## src/hw/rtl/vmb_pkg.sv

```systemverilog
// Shared types and constants for the vertical motion blur block.
// No dependencies.
`default_nettype none
package vmb_pkg;

  localparam int MAX_WIDTH   = 1024;
  localparam int MAX_BLUR    = 16;
  localparam int COL_W       = $clog2(MAX_WIDTH);
  localparam int PTR_W       = $clog2(MAX_BLUR);
  localparam int BLUR_W      = $clog2(MAX_BLUR + 1);
  localparam int WIDTH_REG_W = 11;
  localparam int BLUR_REG_W  = 5;
  localparam int CH_W        = 8;
  localparam int NUM_CH      = 3;
  localparam int PIX_W       = NUM_CH * CH_W;
  localparam int SUM_W       = 16;
  localparam int SUMS_W      = NUM_CH * SUM_W;
  localparam int HIST_AW     = PTR_W + COL_W;
  localparam int HIST_DEPTH  = MAX_BLUR * MAX_WIDTH;
  localparam int TQ_DEPTH    = 4;
  localparam int TQ_AW       = $clog2(TQ_DEPTH);
  localparam int OQ_DEPTH    = 2;
  localparam int OQ_AW       = $clog2(OQ_DEPTH);
  localparam int DIV_CNT_W   = $clog2(SUM_W + 1);
  localparam int APB_AW      = 3;
  localparam int APB_DW      = 32;

  // register indexes (byte address = 4 * index)
  localparam logic [APB_AW-3:0] REG_IMAGE_WIDTH = 1'd0;
  localparam logic [APB_AW-3:0] REG_BLUR_AMOUNT = 1'd1;

  localparam logic [WIDTH_REG_W-1:0] IMAGE_WIDTH_RST = 11'd1024;
  localparam logic [BLUR_REG_W-1:0]  BLUR_AMOUNT_RST = 5'd4;

  typedef struct packed {
    logic            frame_start;
    logic [CH_W-1:0] red_in;
    logic [CH_W-1:0] green_in;
    logic [CH_W-1:0] blue_in;
  } in_item_t;

  typedef struct packed {
    logic [CH_W-1:0] red_out;
    logic [CH_W-1:0] green_out;
    logic [CH_W-1:0] blue_out;
  } out_item_t;

  // one classified pixel: where it sits in the window and its colour
  typedef struct packed {
    logic [COL_W-1:0]  col;
    logic [PTR_W-1:0]  ptr;
    logic [BLUR_W-1:0] rows;
    logic              full_win;
    logic [PIX_W-1:0]  pix;
  } task_t;

  typedef enum logic [1:0] {
    ST_IDLE,
    ST_READ,
    ST_DIV,
    ST_WRITE
  } back_state_e;

endpackage
`default_nettype wire

```

## src/hw/rtl/vmb_front.sv

```systemverilog
// Front end: frame position counters, classifies each accepted pixel.
// Depends on vmb_pkg.
`default_nettype none
module vmb_front (
  input  logic                              clk,
  input  logic                              rst,
  input  logic                              take,
  input  vmb_pkg::in_item_t                 pixel,
  input  logic [vmb_pkg::WIDTH_REG_W-1:0]   image_width,
  input  logic [vmb_pkg::BLUR_REG_W-1:0]    blur_amount,
  output vmb_pkg::task_t                    task_item
);
  import vmb_pkg::*;

  logic [COL_W-1:0]       col, col_next;
  logic [PTR_W-1:0]       ptr, ptr_next;
  logic [BLUR_W-1:0]      rows, rows_next;
  logic [WIDTH_REG_W-1:0] w_eff;
  logic [BLUR_W-1:0]      b_eff;
  logic [COL_W-1:0]       ci;
  logic [PTR_W-1:0]       hp0, hp;
  logic [BLUR_W-1:0]      rs0, rs;
  logic                   last;

  always_comb begin
    if (image_width == '0) begin
      w_eff = WIDTH_REG_W'(1);
    end else if (image_width > WIDTH_REG_W'(MAX_WIDTH)) begin
      w_eff = WIDTH_REG_W'(MAX_WIDTH);
    end else begin
      w_eff = image_width;
    end
    if (blur_amount == '0) begin
      b_eff = BLUR_W'(1);
    end else if (BLUR_W'(blur_amount) > BLUR_W'(MAX_BLUR)) begin
      b_eff = BLUR_W'(MAX_BLUR);
    end else begin
      b_eff = BLUR_W'(blur_amount);
    end

    ci  = pixel.frame_start ? '0 : col;
    rs0 = pixel.frame_start ? '0 : rows;
    hp0 = pixel.frame_start ? '0 : ptr;
    rs  = (rs0 > b_eff) ? b_eff : rs0;
    hp  = (BLUR_W'(hp0) >= b_eff) ? '0 : hp0;
    last = (WIDTH_REG_W'(ci) + WIDTH_REG_W'(1)) >= w_eff;

    col_next  = col;
    ptr_next  = ptr;
    rows_next = rows;
    if (take) begin
      if (last) begin
        col_next  = '0;
        ptr_next  = ((BLUR_W'(hp) + BLUR_W'(1)) >= b_eff) ? '0 : PTR_W'(hp + PTR_W'(1));
        rows_next = (rs < b_eff) ? BLUR_W'(rs + BLUR_W'(1)) : rs;
      end else begin
        col_next  = COL_W'(ci + COL_W'(1));
        ptr_next  = hp;
        rows_next = rs;
      end
    end

    task_item.col      = ci;
    task_item.ptr      = hp;
    task_item.rows     = rs;
    task_item.full_win = (rs == b_eff);
    task_item.pix      = {pixel.red_in, pixel.green_in, pixel.blue_in};
  end

  always_ff @(posedge clk) begin
    if (rst) begin
      col  <= '0;
      ptr  <= '0;
      rows <= '0;
    end else begin
      col  <= col_next;
      ptr  <= ptr_next;
      rows <= rows_next;
    end
  end

endmodule
`default_nettype wire

```

## config.mk

```make
export PLATFORM = sky130hd
export DESIGN_NAME = vmb_front
export DESIGN_NICKNAME = d
export VERILOG_FILES = /design/src/hw/rtl/vmb_pkg.sv /design/src/hw/rtl/vmb_front.sv
export SDC_FILE = /design/constraint.sdc
export NUM_CORES = 1
export LEC_CHECK = 0
export BUFFER_PORTS_ARGS = -buffer_cell sky130_fd_sc_hd__buf_2
export CORE_ASPECT_RATIO = 0.75
export CORE_MARGIN = 2
export CORE_UTILIZATION = 35
export CTS_CLUSTER_SIZE = 40
export DETAILED_ROUTE_END_ITERATION = 8
export MAX_ROUTING_LAYER = met4
export SYNTH_ARGS = -nofsm -noshare
export SYNTH_HDL_FRONTEND = slang
export SYNTH_SLANG_ARGS = --single-unit
```

## constraint.sdc

```tcl
create_clock -name clk -period 7.6 [get_ports clk]
set_input_delay 1.9 -clock clk [delete_from_list [all_inputs] [get_ports clk]]
set_output_delay 1.9 -clock clk [all_outputs]
set_load 0.02 [all_outputs]
```

==> results.py <==
metrics = {
    "outcome": {
        "status": "completed",
    },
    "synthesis": {
        "synth_top_family_by_area": "simple AND/OR/NAND/NOR gates",
        "syn-num-nets": 385,
        "synth_cells": 310,
        "yosysWarnings": 0,
        "synthDistinctLibCells": 54,
        "synth-edff-count": 0,
        "synth_area_sq_um": 2330,
        "yosys.area.top_type": "ha_1",
        "ys.flop_type": "dfxtp_1",
        "synth_xor_area_share_pct": 3.759,
        "synth-compound-area-share_pct": 17.88,
        "synthMuxAreaShare_pct": 3.491,
        "synth.avg_cell_area_sq_um": 7.515,
        "yosysSeqAreaShare_pct": 16.33,
        "async_flop_share_pct": 0,
        "synthTopCellsByArea": "ha_1 17%, dfxtp_1 16%, buf_4 7.7%",
        "yosys.area_share.simple_pct": 28.52,
        "ys_ff_latch": 19,
        "synth_top_cell_area_share_pct": 16.65,
        "synth_adder_area_share_pct": 16.65,
    },
    "floorplanning": {
        "fp.dieArea_sq_um": 7332,
        "fp.coreArea_sq_um": 6381,
        "die_h_microns": 74.66,
        "die_w_microns": 98.21,
        "start_util_pct": 36.51,
        "io_pins": 88,
        "num_rows": 25,
    },
    "setup_path": {
        "crit_required_ps": 5700,
        "crit_type": "input port to output port",
        "path_depth": 13,
        "cpMaxStageDelayCell": "or4_4",
        "slowest_delay_ps": 490,
        "worstRegToRegCells": 14,
        "critical_path_arrival_ps": 4710,
        "cpLargestDelayFamily": "simple AND/OR/NAND/NOR gates",
        "path_max_fanout": 18,
        "crit_chain": "buf_2, inv_1, nand2_1, inv_1, ha_1, and3b_4, or4_4, nand2_4, mux2i_1, ha_1, nand3_1, nor2_1, buf_2",
        "path_buf_inv": 4,
        "startpoint_type": "input port",
        "endpoint_kind": "output port",
    },
    "layout": {
        "final_cell_area_sq_um": 2446,
        "finish.utilization_pct": 38.33,
        "antennaDiodeCount": 0,
        "layout.nets": 398,
        "syn_to_final_growth_pct": 4.995,
        "drive_above_1_share_pct": 18.01,
    },
    "clocking": {
        "clk_pin_slew_ps": 70,
        "root_buffer": "clkbuf_8",
        "clock_sinks": 19,
        "post_cts_resized": 0,
        "ctsHoldBuffers": 0,
        "cts_setup_buffers": 0,
        "clk_latency_ps": 260,
        "cts_made_buffers": 3,
        "cts_buffer_depth": 2,
        "cts_tree": "yes",
        "htree_levels": 1,
    },
    "detailed_routing": {
        "drt_iter0_drc": 107,
        "wire_per_inst_microns": 13.81,
        "wl_microns": 5565,
        "route.vias.total": 2235,
        "via_per_inst": 5.546,
        "drc": 0,
        "drt-pass1-iter-count": 5,
        "postRouteAntennaNets": 0,
    },
    "timing": {
        "tns_ps": 0,
        "fin_skew_ps": 5.976,
        "rsz0062_at_grt": "false",
        "final-hold-violation-count": 0,
        "setup_viol": 0,
        "max_slew_margin_pct": 50.19,
        "timing.fmax_mhz": 151.4,
        "worst_slew_pin_slew_ps": 747.1,
        "finalMaxSlewViolations": 0,
        "fin_crit_sh_pct": 86.91,
        "fin_crit_ps": 6605,
    },
    "grt": {
        "grt_pass1_vias": 1900,
        "grt.met3_usage_pct": 2.971,
        "antenna_found_initial": 0,
        "grt-busiest-layer": "met2",
        "use_met2_pct": 24.96,
        "grt_max_degree": 20,
        "grt-ovfl-total": 0,
        "grt_use_met1_pct": 21.17,
        "grt.total_usage_pct": 15.53,
        "grt_pass1_wl_microns": 9135,
    },
    "power_and_ir_drop": {
        "p_leak_uw": 0.001210,
        "ir_drop_v": 0.00006993,
        "power_density_nw_per_um2": 103.0,
    },
    "place": {
        "place_area_sq_um": 2401,
        "portBuffers": 39,
        "place_congestion": 0.8619,
        "dpl.hpwl_microns": 4507,
    },
    "worst_hold_path": {
        "hold_path_class": "flop to flop",
        "min_path_cells": 2,
    },
    "run": {
        "max_cap_viol_count": 0,
    },
}
## flip-flops by register name (all words and copies together), names as in the netlist
| register | flops |
|---|---|
| ptr | 4 |
| col | 10 |
| rows | 5 |
## cells by family (layout without fill, tap and decap cells)
group                    after synthesis  in the layout
flip-flops                            19             19
XOR/XNOR                              10             10
adder cells (fa/ha/maj)               31             31
AND/OR/NAND/NOR                      132            132
buffers and inverters                 53             65
AO/OA/AOI/OAI                         57             57
multiplexers                           8              8
## metrics by stage
step	worst slack (ps)	hold slack, ps	std cells	total power [uW]
CTS	1023	481.8	403	254.0
detailed placement	1022	470.3	399	182.9
global route	814.9	510.8	403	270.9
finish	994.5	481.8	403	252.0
floorplan	1234	445.1	310	179.8
global placement	1095	463.3	399	181.7
## metal layers
metal | part of all wire (%) | wire length [microns]
met5 | 0 | 0
met3 | 4.5 | 252
met4 | 0 | 0
met2 | 45 | 2515
met1 | 50 | 2798
## cells in the final DEF, fill, tap and decap left out, types with 5 or more instances in the layout
cell and instances:
buf_2 39, nor3_1 5, nor2_1 23, a21oi_1 16, ha_1 31, xor2_1 8
o21ai_0 7, nand2_1 42, dfxtp_1 19, inv_1 20, nand3_1 20, nor2b_1 12
nand2b_1 7, nand4_1 7, mux2i_1 7
## power by group
group	internal (uW)	total, uW	switching, uW
clock network	37.3	71.0	33.7
registers	102	104	2.16
logic	28.9	76.8	47.9
total	168	252	83.8
## worst reg2reg max path: cells and delay by family (launching register included)
kind                     cells  cell delay [ps]
AO/OA/AOI/OAI                5             1350
adder cells (fa/ha/maj)      2              660
buffers and inverters        2              260
flip-flops                   1              330
multiplexers                 1              380
AND/OR/NAND/NOR              4              920
## cell usage after synthesis (all sizes together) (5+ instances only)
| master | number |
|---|---|
| a21oi | 16 |
| and3 | 5 |
| dfxtp | 19 |
| nor3 | 5 |
| nand3 | 20 |
| o21ai | 9 |
| mux2i | 7 |
| nor2 | 23 |
| ha | 31 |
| xor2 | 8 |
| nand4 | 7 |
| nor2b | 12 |
| nand2 | 43 |
| nand2b | 8 |
| buf | 28 |
| inv | 20 |
## layout make-up
class	instances	area, sq um
fillers	691	3935
multi-input cells	238	1638
flip-flops and latches	19	380.4
clock buffers	4	45.04
repair buffers	40	202.7
inverters	21	78.83
well taps	81	101.3
## path summary, 6_finish.rpt
check             slack [ps]                  from              endpoint
setup / recovery         990             pixel[24]         task_item[24]
hold / removal           480   col[7]$_SDFFE_PP0P_   col[7]$_SDFFE_PP0P_
setup reg to reg        3550  rows[2]$_SDFFE_PP0P_  rows[4]$_SDFFE_PP0P_
hold reg to reg          480   col[7]$_SDFFE_PP0P_   col[7]$_SDFFE_PP0P_
Note: power is estimated with default switching activity, not from simulation.
