<file path="src/hw/rtl/vmb_pkg.sv">
// Shared types and constants for the vertical motion blur block.
// No dependencies.
`default_nettype none
package vmb_pkg;

  localparam int MAX_WIDTH   = 1024;
  localparam int MAX_BLUR    = 16;
  localparam int COL_W       = $clog2(MAX_WIDTH);
  localparam int PTR_W       = $clog2(MAX_BLUR);
  localparam int BLUR_W      = $clog2(MAX_BLUR + 1);
  localparam int WIDTH_REG_W = 11;
  localparam int BLUR_REG_W  = 5;
  localparam int CH_W        = 8;
  localparam int NUM_CH      = 3;
  localparam int PIX_W       = NUM_CH * CH_W;
  localparam int SUM_W       = 16;
  localparam int SUMS_W      = NUM_CH * SUM_W;
  localparam int HIST_AW     = PTR_W + COL_W;
  localparam int HIST_DEPTH  = MAX_BLUR * MAX_WIDTH;
  localparam int TQ_DEPTH    = 4;
  localparam int TQ_AW       = $clog2(TQ_DEPTH);
  localparam int OQ_DEPTH    = 2;
  localparam int OQ_AW       = $clog2(OQ_DEPTH);
  localparam int DIV_CNT_W   = $clog2(SUM_W + 1);
  localparam int APB_AW      = 3;
  localparam int APB_DW      = 32;

  // register indexes (byte address = 4 * index)
  localparam logic [APB_AW-3:0] REG_IMAGE_WIDTH = 1'd0;
  localparam logic [APB_AW-3:0] REG_BLUR_AMOUNT = 1'd1;

  localparam logic [WIDTH_REG_W-1:0] IMAGE_WIDTH_RST = 11'd1024;
  localparam logic [BLUR_REG_W-1:0]  BLUR_AMOUNT_RST = 5'd4;

  typedef struct packed {
    logic            frame_start;
    logic [CH_W-1:0] red_in;
    logic [CH_W-1:0] green_in;
    logic [CH_W-1:0] blue_in;
  } in_item_t;

  typedef struct packed {
    logic [CH_W-1:0] red_out;
    logic [CH_W-1:0] green_out;
    logic [CH_W-1:0] blue_out;
  } out_item_t;

  // one classified pixel: where it sits in the window and its colour
  typedef struct packed {
    logic [COL_W-1:0]  col;
    logic [PTR_W-1:0]  ptr;
    logic [BLUR_W-1:0] rows;
    logic              full_win;
    logic [PIX_W-1:0]  pix;
  } task_t;

  typedef enum logic [1:0] {
    ST_IDLE,
    ST_READ,
    ST_DIV,
    ST_WRITE
  } back_state_e;

endpackage
`default_nettype wire

</file>
<file path="src/hw/rtl/vmb_taskq.sv">
// Short queue of classified pixels between front and back end.
// Depends on vmb_pkg.
`default_nettype none
module vmb_taskq (
  input  logic            clk,
  input  logic            rst,
  input  logic            push,
  input  vmb_pkg::task_t  wr_data,
  input  logic            pop,
  output vmb_pkg::task_t  rd_data,
  output logic            full,
  output logic            empty
);
  import vmb_pkg::*;

  task_t             slots [TQ_DEPTH];
  logic [TQ_AW-1:0]  wr_ptr, rd_ptr;
  logic [TQ_AW:0]    count;
  logic              do_push, do_pop;

  assign full    = (count == (TQ_AW+1)'(TQ_DEPTH));
  assign empty   = (count == '0);
  assign do_push = push && !full;
  assign do_pop  = pop && !empty;
  assign rd_data = slots[rd_ptr];

  always_ff @(posedge clk) begin
    if (do_push) begin
      slots[wr_ptr] <= wr_data;
    end
  end

  always_ff @(posedge clk) begin
    if (rst) begin
      wr_ptr <= '0;
      rd_ptr <= '0;
      count  <= '0;
    end else begin
      if (do_push) wr_ptr <= TQ_AW'(wr_ptr + TQ_AW'(1));
      if (do_pop)  rd_ptr <= TQ_AW'(rd_ptr + TQ_AW'(1));
      count <= (TQ_AW+1)'(count + (TQ_AW+1)'(do_push) - (TQ_AW+1)'(do_pop));
    end
  end

  a_count_bound: assert property (@(posedge clk) disable iff (rst)
    count <= (TQ_AW+1)'(TQ_DEPTH))
    else $error("task queue count overflow");
  a_count_track: assert property (@(posedge clk) disable iff (rst)
    (do_push && !do_pop) |=> count == $past(count) + (TQ_AW+1)'(1))
    else $error("task queue count lost a push");
  a_empty_ptrs: assert property (@(posedge clk) disable iff (rst)
    empty |-> wr_ptr == rd_ptr)
    else $error("task queue pointers disagree with count");

endmodule
`default_nettype wire

</file>
<file path="config.mk">
export PLATFORM = sky130hd
export DESIGN_NAME = vmb_taskq
export DESIGN_NICKNAME = d
export VERILOG_FILES = /design/src/hw/rtl/vmb_pkg.sv /design/src/hw/rtl/vmb_taskq.sv
export SDC_FILE = /design/constraint.sdc
export NUM_CORES = 1
export LEC_CHECK = 0
export ABC_AREA = 1
export BUFFER_PORTS_ARGS = -buffer_cell sky130_fd_sc_hd__buf_2
export CORE_MARGIN = 4
export CORE_UTILIZATION = 55
export CTS_CLUSTER_DIAMETER = 150
export DETAILED_ROUTE_END_ITERATION = 16
export GPL_TIMING_DRIVEN = 0
export PLACE_DENSITY = 0.86
export SLEW_MARGIN = 10
export SYNTH_ARGS = -nofsm -noshare
export SYNTH_HDL_FRONTEND = slang
export SYNTH_SLANG_ARGS = --single-unit
</file>
<file path="constraint.sdc">
create_clock -name clk -period 6.15 [get_ports clk]
set_clock_uncertainty 0.05 [all_clocks]
set_input_delay 0.615 -clock clk [delete_from_list [all_inputs] [get_ports clk]]
set_output_delay 0.615 -clock clk [all_outputs]
set_load 0.02 [all_outputs]
</file>
==> metrics.txt, run 1 <==
sequential share of the synthesized area 0.771; crit path kind register to primary output; DRC Markers 0; CP peak stage delay between 0.4 and 0.5 ns; Cells after Synth 494; Num CTS Buffers 17; worst rel slew slack 0.445; most common cell after layout, fill and taps aside edfxtp_1; Final Worst Setup Slack 3.61 ns; RSZ-0062 raised after global routing no; total I/O pin count 94; Filler Cells Inserted 880; critical hold path startpoint rst; PD cells 433 mW/mm^2; Max Fclk 393 MHz; Tightest Pin Transition 0.830 ns; footprint of the multi-input gates 0.00140 mm^2; share of layout cells above drive strength 1 0.288; GRT overflow 0; post-route ant nets 0; period utilisation layout 0.414; final setup violation count 0; syn_nets 549; Reg area 0.00547 mm^2; hold slack ~0.34 ns; GRT Total Usage 0.217; first-pass GRT wire length 23,900 um; final hold violations 0; # nets final 665; Die Area 0.0148 mm^2; synthesized flop and latch total 185; Worst-path clk slew 0.06 ns; dpl hpwl 9900 um; Leakage 0.00307 uW; status completed; CP Capture Type primary output; Max clock buf depth 2; Avg Cell Area, Syn around 14 um^2; Overall Power 3670 uW; drt pass-1 iters 5; Post-Synthesis Cell Area 0.00709 mm^2; synth unique cells 21; clk sinks 185; Core ar. around 0.013 mm^2; drt wl/cell around 20 um; WL final 15,800 um; max cap viols 0; post_cts resized 0; Die X 122 um; num rows 41; buffers added on ports 93; setup bufs post-CTS 0; crit path DAT 1.88 ns; initial antenna violation count 0; GPL Wtd Cong around 0.76; ant diodes 0; setup total negative slack 0 ns; CP Max Fanout 10; vias in the first global route 4,707; DP Worst Slack 3.75 ns; fin util 0.672; Critical Path RT 5.48 ns; CP dominant cell by count buf_2; TritonCTS clock tree done; # hold bufs at CTS 0; VDD IR max 0.267 mV; total number of vias between 4,000 and 5,000; Crit Reg-Reg Startpoint count[1]$_SDFF_PP0_; Die Height 122 um; worst hold path type input pin to register; post-route minimum period 2.54 ns; Layout area overhead 19.5%; Clk Latency, worst-skew pair roughly 0.42 ns; Vias per Instance 5.78; Syn. warnings 0; largest net degree at the start of global routing 24; critical path launch point type register; max-slew violations 0; Root Driver clkbuf_16; 1st-iter DRT viols 406; starting density of the core 0.562; Slowest-stage cell, CP dfxtp_1; most frequent cells in the layout edfxtp_1, buf_2, nor2_1, o21ai_0, o22ai_1; CTS H-Tree Depth 4; worst-path cell chain inv_2, buf_2, o21ai_0, o22ai_1, buf_2
## final timing paths
path                             to  slack, ns  cells after the start
max reg2reg     count[2]$_SDFF_PP0_       3.87                     10
min reg2reg  rd_ptr[0]$_SDFFE_PP0P_       0.45                      2
min             count[0]$_SDFF_PP0_       0.34                      2
max                      rd_data[8]       3.61                      5
## per-layer routing
metal / share of wire / GRT usage
met5: 0 / 0
met1: 0.38 / 0.258
met3: 0.064 / 0.0529
met2: 0.54 / 0.383
met4: 0.021 / 0.0847
## critical path, delay by kind of cell (launching register included)
family	cells	cell delay, ns
flip-flops	1	0.41
buffers and inverters	3	0.66
AO/OA/AOI/OAI	2	0.38
## sequential cells by signal, indices dropped and copies added, names as in the netlist, named ones only
name / cells
wr_ptr: 2
slots: 176
count: 3
rd_ptr: 2
## cells by family (layout without fill, tap and decap cells)
logic type	after synthesis	after routing	synth area share
adders and majority gates	7	7	0.0134
DFF	185	185	0.771
AOI/OAI and AO/OA	137	137	0.113
buffers and inverters	47	174	0.0362
and+or+nand+nor	118	118	0.0667
## cell type report
type,count,area share
multi-input combinational,262,0.165
clock buffer,17,0.0502
tap,172,0.0254
sequential,185,0.645
timing repair buffer,97,0.0643
clock inverter,13,0.0199
inverter,20,0.00945
buffer,27,0.0208
## Yosys cell counts
cell type	count	share of area
a21oi_1	5	0.0035
buf_2	18	0.013
buf_4	1	0.0011
buf_6	3	0.0048
buf_8	2	0.0042
clkbuf_2	3	0.0021
dfxtp_1	9	0.025
edfxtp_1	176	0.75
fa_1	1	0.0028
ha_1	6	0.011
inv_1	18	0.0095
inv_2	1	0.00053
inv_6	1	0.0012
nand2_1	12	0.0063
nand3_1	4	0.0028
nor2_1	92	0.049
nor2_2	10	0.0088
o21ai_0	81	0.057
o21ai_1	7	0.0049
o22ai_1	34	0.030
o22ai_2	10	0.018
## per-stage QoR
step / cell area (um^2) / instances
floorplan: 7090 / 494
global route: 8480 / 793
finish: 8480 / 793
detailed placement: 7880 / 763
CTS: 8480 / 793
global placement: 7770 / 759
## power breakdown
group / total, uW / switching (uW) / internal, uW
logic: 1000 / 693 / 310
registers: 1580 / 42.0 / 1530
clock network: 1090 / 452 / 640
Power figures use the tool's default switching activity.
==> inputs of run 2 (changes only) <==
ABC_AREA = 0   (was 1)
clock period = 2.55 ns   (was 6.15 ns; I/O delays follow)
==> metrics.txt, run 2 <==
drt wl/cell 19.3 um; Crit Reg-Reg Startpoint count[1]$_SDFF_PP0_; Tightest Pin Transition 0.569 ns; num rows 40; CP Max Fanout 6; final std cells w/o fill 615; TritonCTS clock tree done; CP peak stage delay 0.47 ns; CP Capture Type register; cell taking the most area after synthesis edfxtp_1; total number of vias 3,243; vias in the first global route 3,600; most common cell after layout, fill and taps aside edfxtp_1; sequential share of the synthesized area 0.793; dpl hpwl between 7000 and 8000 um; RSZ-0062 raised after global routing no; clk sinks 185; Syn. warnings 0; CTS H-Tree Depth 4; WL final about 12,000 um; critical hold path startpoint wr_data[18]; total I/O pin count 94; PD cells 988 mW/mm^2; starting density of the core 0.567; first-pass GRT wire length 19,200 um; GPL Wtd Cong 0.707; Die Area 0.0144 mm^2; DRC Markers 0; Core ar. 0.0122 mm^2; max cap viols 0; area share of the leading cell type in the synthesized netlist 0.767; largest registers slots: 176 flops, count: 3 flops; Filler Cells Inserted 744; Synth area leaders edfxtp_1, mux4_2, dfxtp_1; synthesized flop and latch total 185; DP Worst Slack 0.193 ns; buffers added on ports 92; Layout area overhead 25.2%; syn_nets 336; post_cts resized 0; worst hold path type input pin to register; Num CTS Buffers 17; crit path kind register to register; Hold Path Depth 1; most common library cells after synthesis edfxtp_1, mux4_2, dfxtp_1; hold path endpoint slots[2][18]$_DFFE_PP_; number of enable flip-flop cells after synthesis 176; hold slack 0.0196 ns; Final Worst Setup Slack 0.111 ns; top-count cell post-synth edfxtp_1; Leakage 0.00300 uW; share of layout cells above drive strength 1 0.403; max-slew violations 0; Root Driver clkbuf_16; Max clock buf depth 2; fin util 0.709; synth unique cells 27; Synth Flop Type edfxtp_1; max reg flops 176; reg2reg end count[2]$_SDFF_PP0_; final setup violation count 0; worst rel slew slack 0.621; Avg Cell Area, Syn between 20 and 25 um^2; drt pass-1 iters 4; Biggest register slots; R2R Setup Slk 0.11 ns; Finished Cell Area 0.00863 mm^2; 1st-iter DRT viols 278; largest net degree at the start of global routing 27; GRT overflow 0; VDD IR max 0.542 mV; Max Fclk just over 400 MHz; ant diodes 0; placed inst area approximately 0.0076 mm^2; Die Height 120 um; # nets final 490; initial antenna violation count 0; Worst-path clk slew 0.06 ns; Reg2Reg Depth 10; Cells after Synth 281; most frequent cells in the layout edfxtp_1, buf_2, mux4_2, dlygate4sd3_1, clkbuf_16; status completed; Post-Synthesis Cell Area 0.00689 mm^2; post-route ant nets 0; GRT Total Usage 0.179; WP buf/inv 2; post-route minimum period 2.44 ns; Slowest-stage cell, CP dfxtp_1; period utilisation layout 0.956; worst-path cell chain nor3b_2, nor2_2, inv_1, ha_1, inv_1, ha_1, fa_1, xnor2_1, xnor2_1, nor2_1; asr flop ratio synth 0; crit path DAT 2.68 ns; Vias per Instance 5.27; final hold violations 0; Critical Path RT 2.79 ns; Clk Latency, worst-skew pair between 0.4 and 0.5 ns; Placed Cells around 550; Die X 120 um; critical path launch point type register; CP delay by family, top adder cells
[run 2: cell count changes after synthesis, sizes merged, moves of 3 or more]
cell / change
a21oi: -3
o21ai: -86
nand3: -4
buf: -15
nand2: -11
nor2: -98
mux4: +44
and2: +4
inv: -12
o22ai: -44
[run 2: kinds of logic (layout without fill, tap and decap cells)]
logic type               after synthesis  in the layout  synth area share
flip-flops                           185            185             0.793
multiplexers                          45             45             0.147
buffers and inverters                 19            185            0.0218
AND/OR/NAND/NOR                       17             17            0.0154
adder cells (fa/ha/maj)                7              7            0.0138
AO/OA/AOI/OAI                          5              5           0.00472
XOR/XNOR                               3              3           0.00381
[run 2: timing repair]
| action | in CTS | in global routing |
|---|---|---|
| endpoints found under the hold margin | 153 | 0 |
| hold buffers | 39 | 0 |
| buffers inserted | 0 | 0 |
[run 2: layer usage]
| metal | vias to the layer above | track usage | share of wire |
|---|---|---|---|
| met5 | - | 0 | 0 |
| met4 | 0 | 0.0651 | 0.016 |
| met3 | 14 | 0.0462 | 0.043 |
| met2 | 90 | 0.294 | 0.51 |
| met1 | 1662 | 0.235 | 0.43 |
| li1 | 1477 | - | - |
[run 2: worst register-to-register path: cells and delay by family, from the launching register on]
family | cells | cell delay [ns]
adders and majority gates | 3 | 0.88
DFF | 1 | 0.47
and+or+nand+nor | 3 | 0.44
xor gates and xnor gates | 2 | 0.35
buffers and inverters | 2 | 0.13
[run 2: cell type report]
class,count,area (um^2),share of cell area
plain buffers,11,120,0.0139
well taps,168,210,0.0244
clock inverters,12,156,0.0181
repair buffers,135,931,0.108
flip-flops and latches,185,5470,0.634
inverters,8,30.0,0.00348
clock buffers,19,433,0.0502
multi-input cells,77,1280,0.149
[run 2: how the worst max path moves through the flow]
stage	cells past startpoint	to	startpoint
floorplan	3	slots[0][0]$_DFFE_PP_	count[1]$_SDFF_PP0_
global placement	3	slots[0][32]$_DFFE_PP_	count[1]$_SDFF_PP0_
detailed placement	10	count[2]$_SDFF_PP0_	count[1]$_SDFF_PP0_
CTS	10	count[2]$_SDFF_PP0_	count[1]$_SDFF_PP0_
global route	10	count[2]$_SDFF_PP0_	count[1]$_SDFF_PP0_
finish	10	count[2]$_SDFF_PP0_	count[1]$_SDFF_PP0_
[run 2: metrics by stage]
stage	setup TNS (ns)	power (uW)
floorplan	0	5320
global route	0	8890
detailed placement	0	5960
CTS	0	8610
finish	0	8520
global placement	-85.25	5880
[run 2: report_power, final]
group / total (uW) / internal, uW / switching, uW
sequential: 3740 / 3650 / 90.3
combinational: 2160 / 1000 / 1160
clock: 2620 / 1610 / 1000
==> inputs of run 3 (changes only) <==
CORE_UTILIZATION = 45   (was 55)
PLACE_DENSITY = 0.74   (was 0.86)
SLEW_MARGIN = unset   (was 10)
==> metrics.txt, run 3 (synthesized netlist as in run 2, its figures left out) <==
Vias per Instance 5.07; total number of vias 3,218; GRT Total Usage 0.154; post_cts resized 0; final setup violation count 0; 1st-iter DRT viols 147; Max clock buf depth 2; Max Fclk 433 MHz; Biggest register slots; post-route minimum period approximately 2.3 ns; critical path launch point type register; VDD IR max about 0.7 mV; GRT overflow 0; CP Capture Type register; num rows 44; GPL Wtd Cong 0.745; starting density of the core 0.467; final hold violations 0; ant diodes 0; initial antenna violation count 0; DRC Markers 0; Critical Path RT 2.80 ns; max cap viols 0; largest net degree at the start of global routing 27; buffers added on ports 92; period utilisation layout 0.906; Die Area 0.0174 mm^2; Finished Cell Area 0.00867 mm^2; post-route ant nets 0; Placed Cells about 560; status completed; Crit Reg-Reg Startpoint count[1]$_SDFF_PP0_; Final Worst Setup Slack 0.239 ns; Core ar. 0.0148 mm^2; RSZ-0062 raised after global routing no; CTS H-Tree Depth 4; WL final 12,400 um; fin util 0.588; reg2reg end count[2]$_SDFF_PP0_; Clk Latency, worst-skew pair around 0.42 ns; Layout area overhead 25.8%; crit path DAT 2.56 ns; largest registers slots: 176 flops, count: 3 flops; critical hold path startpoint wr_data[24]; max reg flops 176; Die Height approximately 130 um; dpl hpwl between 7000 and 8000 um; drt wl/cell 19.5 um; CP Max Fanout 6; TritonCTS clock tree done; most frequent cells in the layout edfxtp_1, buf_2, dlygate4sd3_1, mux4_2, clkbuf_16; hold slack 0.0225 ns; placed inst area 0.00767 mm^2; Worst Setup SP count[1]$_SDFF_PP0_; R2R Setup Slk 0.24 ns; crit path kind register to register; share of layout cells above drive strength 1 0.408; first-pass GRT wire length about 20,000 um; Num CTS Buffers 17; vias in the first global route 3,636; PD cells 976 mW/mm^2; Root Driver clkbuf_16; critical path endpoint count[2]$_SDFF_PP0_; Die X 132 um; Reg2Reg Depth 10; Leakage 0.00301 uW; clk sinks 185; # nets final slightly below 500; DP Worst Slack approximately 0.25 ns; Tightest Pin Transition 0.592 ns; worst rel slew slack 0.605; Worst-path clk slew 0.06 ns; total I/O pin count 94; max-slew violations 0; drt pass-1 iters 4; most common cell after layout, fill and taps aside edfxtp_1; final std cells w/o fill between 600 and 700; worst hold path type input pin to register
## run 3: cell count changes in the layout (fill, tap and decap cells not counted)
cell	delta
dlygate4sd3_1	+3
bufinv_16	-2
inv_6	+2
clkinv_4	+2
clkbuf_8	+2
clkinv_1	-3
## run 3: timing repair
action / in CTS / in global routing
buffers inserted: 0 / 0
endpoints found under the hold margin: 165 / 0
hold buffers: 42 / 0
## run 3: cell type report
cell class	count	area (um^2)
flip-flops and latches	185	5470
repair buffers	138	961
inverters	8	30.0
plain buffers	11	120
well taps	184	230
clock inverters	11	120
multi-input cells	77	1280
fillers	1093	6090
clock buffers	21	460
## run 3: per-stage QoR
step	setup TNS [ns]	total power (uW)
after floorplan	0	5320
after global placement	-105.22	5920
after detailed placement	0	5990
after CTS	0	8580
after global routing	0	8870
final	0	8460
## run 3: report_power, final
| group | leakage, uW | switching (uW) | internal, uW | total, uW |
|---|---|---|---|---|
| registers | 0.00169 | 93.4 | 3650 | 3740 |
| logic | 0.00103 | 1180 | 1000 | 2180 |
| clock network | 0.000291 | 1040 | 1500 | 2540 |
| total | 0.00301 | 2320 | 6150 | 8460 |
## run 3: metal layers
metal | routed length (um) | share of wire | GRT usage | vias up
met5 | 0 | 0 | 0 | -
li1 | - | - | - | 1485
met3 | 511 | 0.041 | 0.0431 | 24
met2 | 6260 | 0.51 | 0.252 | 72
met1 | 5320 | 0.43 | 0.194 | 1637
met4 | 290 | 0.023 | 0.0636 | 0
## run 3: how the worst min path moves through the flow
stage                                   endpoint  slack (ns)  cells after the start
after floorplan            slots[0][0]$_DFFE_PP_        0.30                      0
after global placement    slots[3][11]$_DFFE_PP_        0.42                      1
after detailed placement  slots[3][41]$_DFFE_PP_        0.42                      1
after CTS                 slots[0][24]$_DFFE_PP_    0.000003                      1
after global routing      slots[0][24]$_DFFE_PP_        0.01                      1
final                     slots[0][24]$_DFFE_PP_        0.02                      1
## run 3: critical path, stage by stage (launching register included)
cell and delay, ns:
dfxtp_1 0.47, nor3b_2 0.12, nor2_2 0.21, inv_1 0.08
ha_1 0.28, inv_1 0.04, ha_1 0.18, fa_1 0.37
xnor2_1 0.20, xnor2_1 0.14, nor2_1 0.05
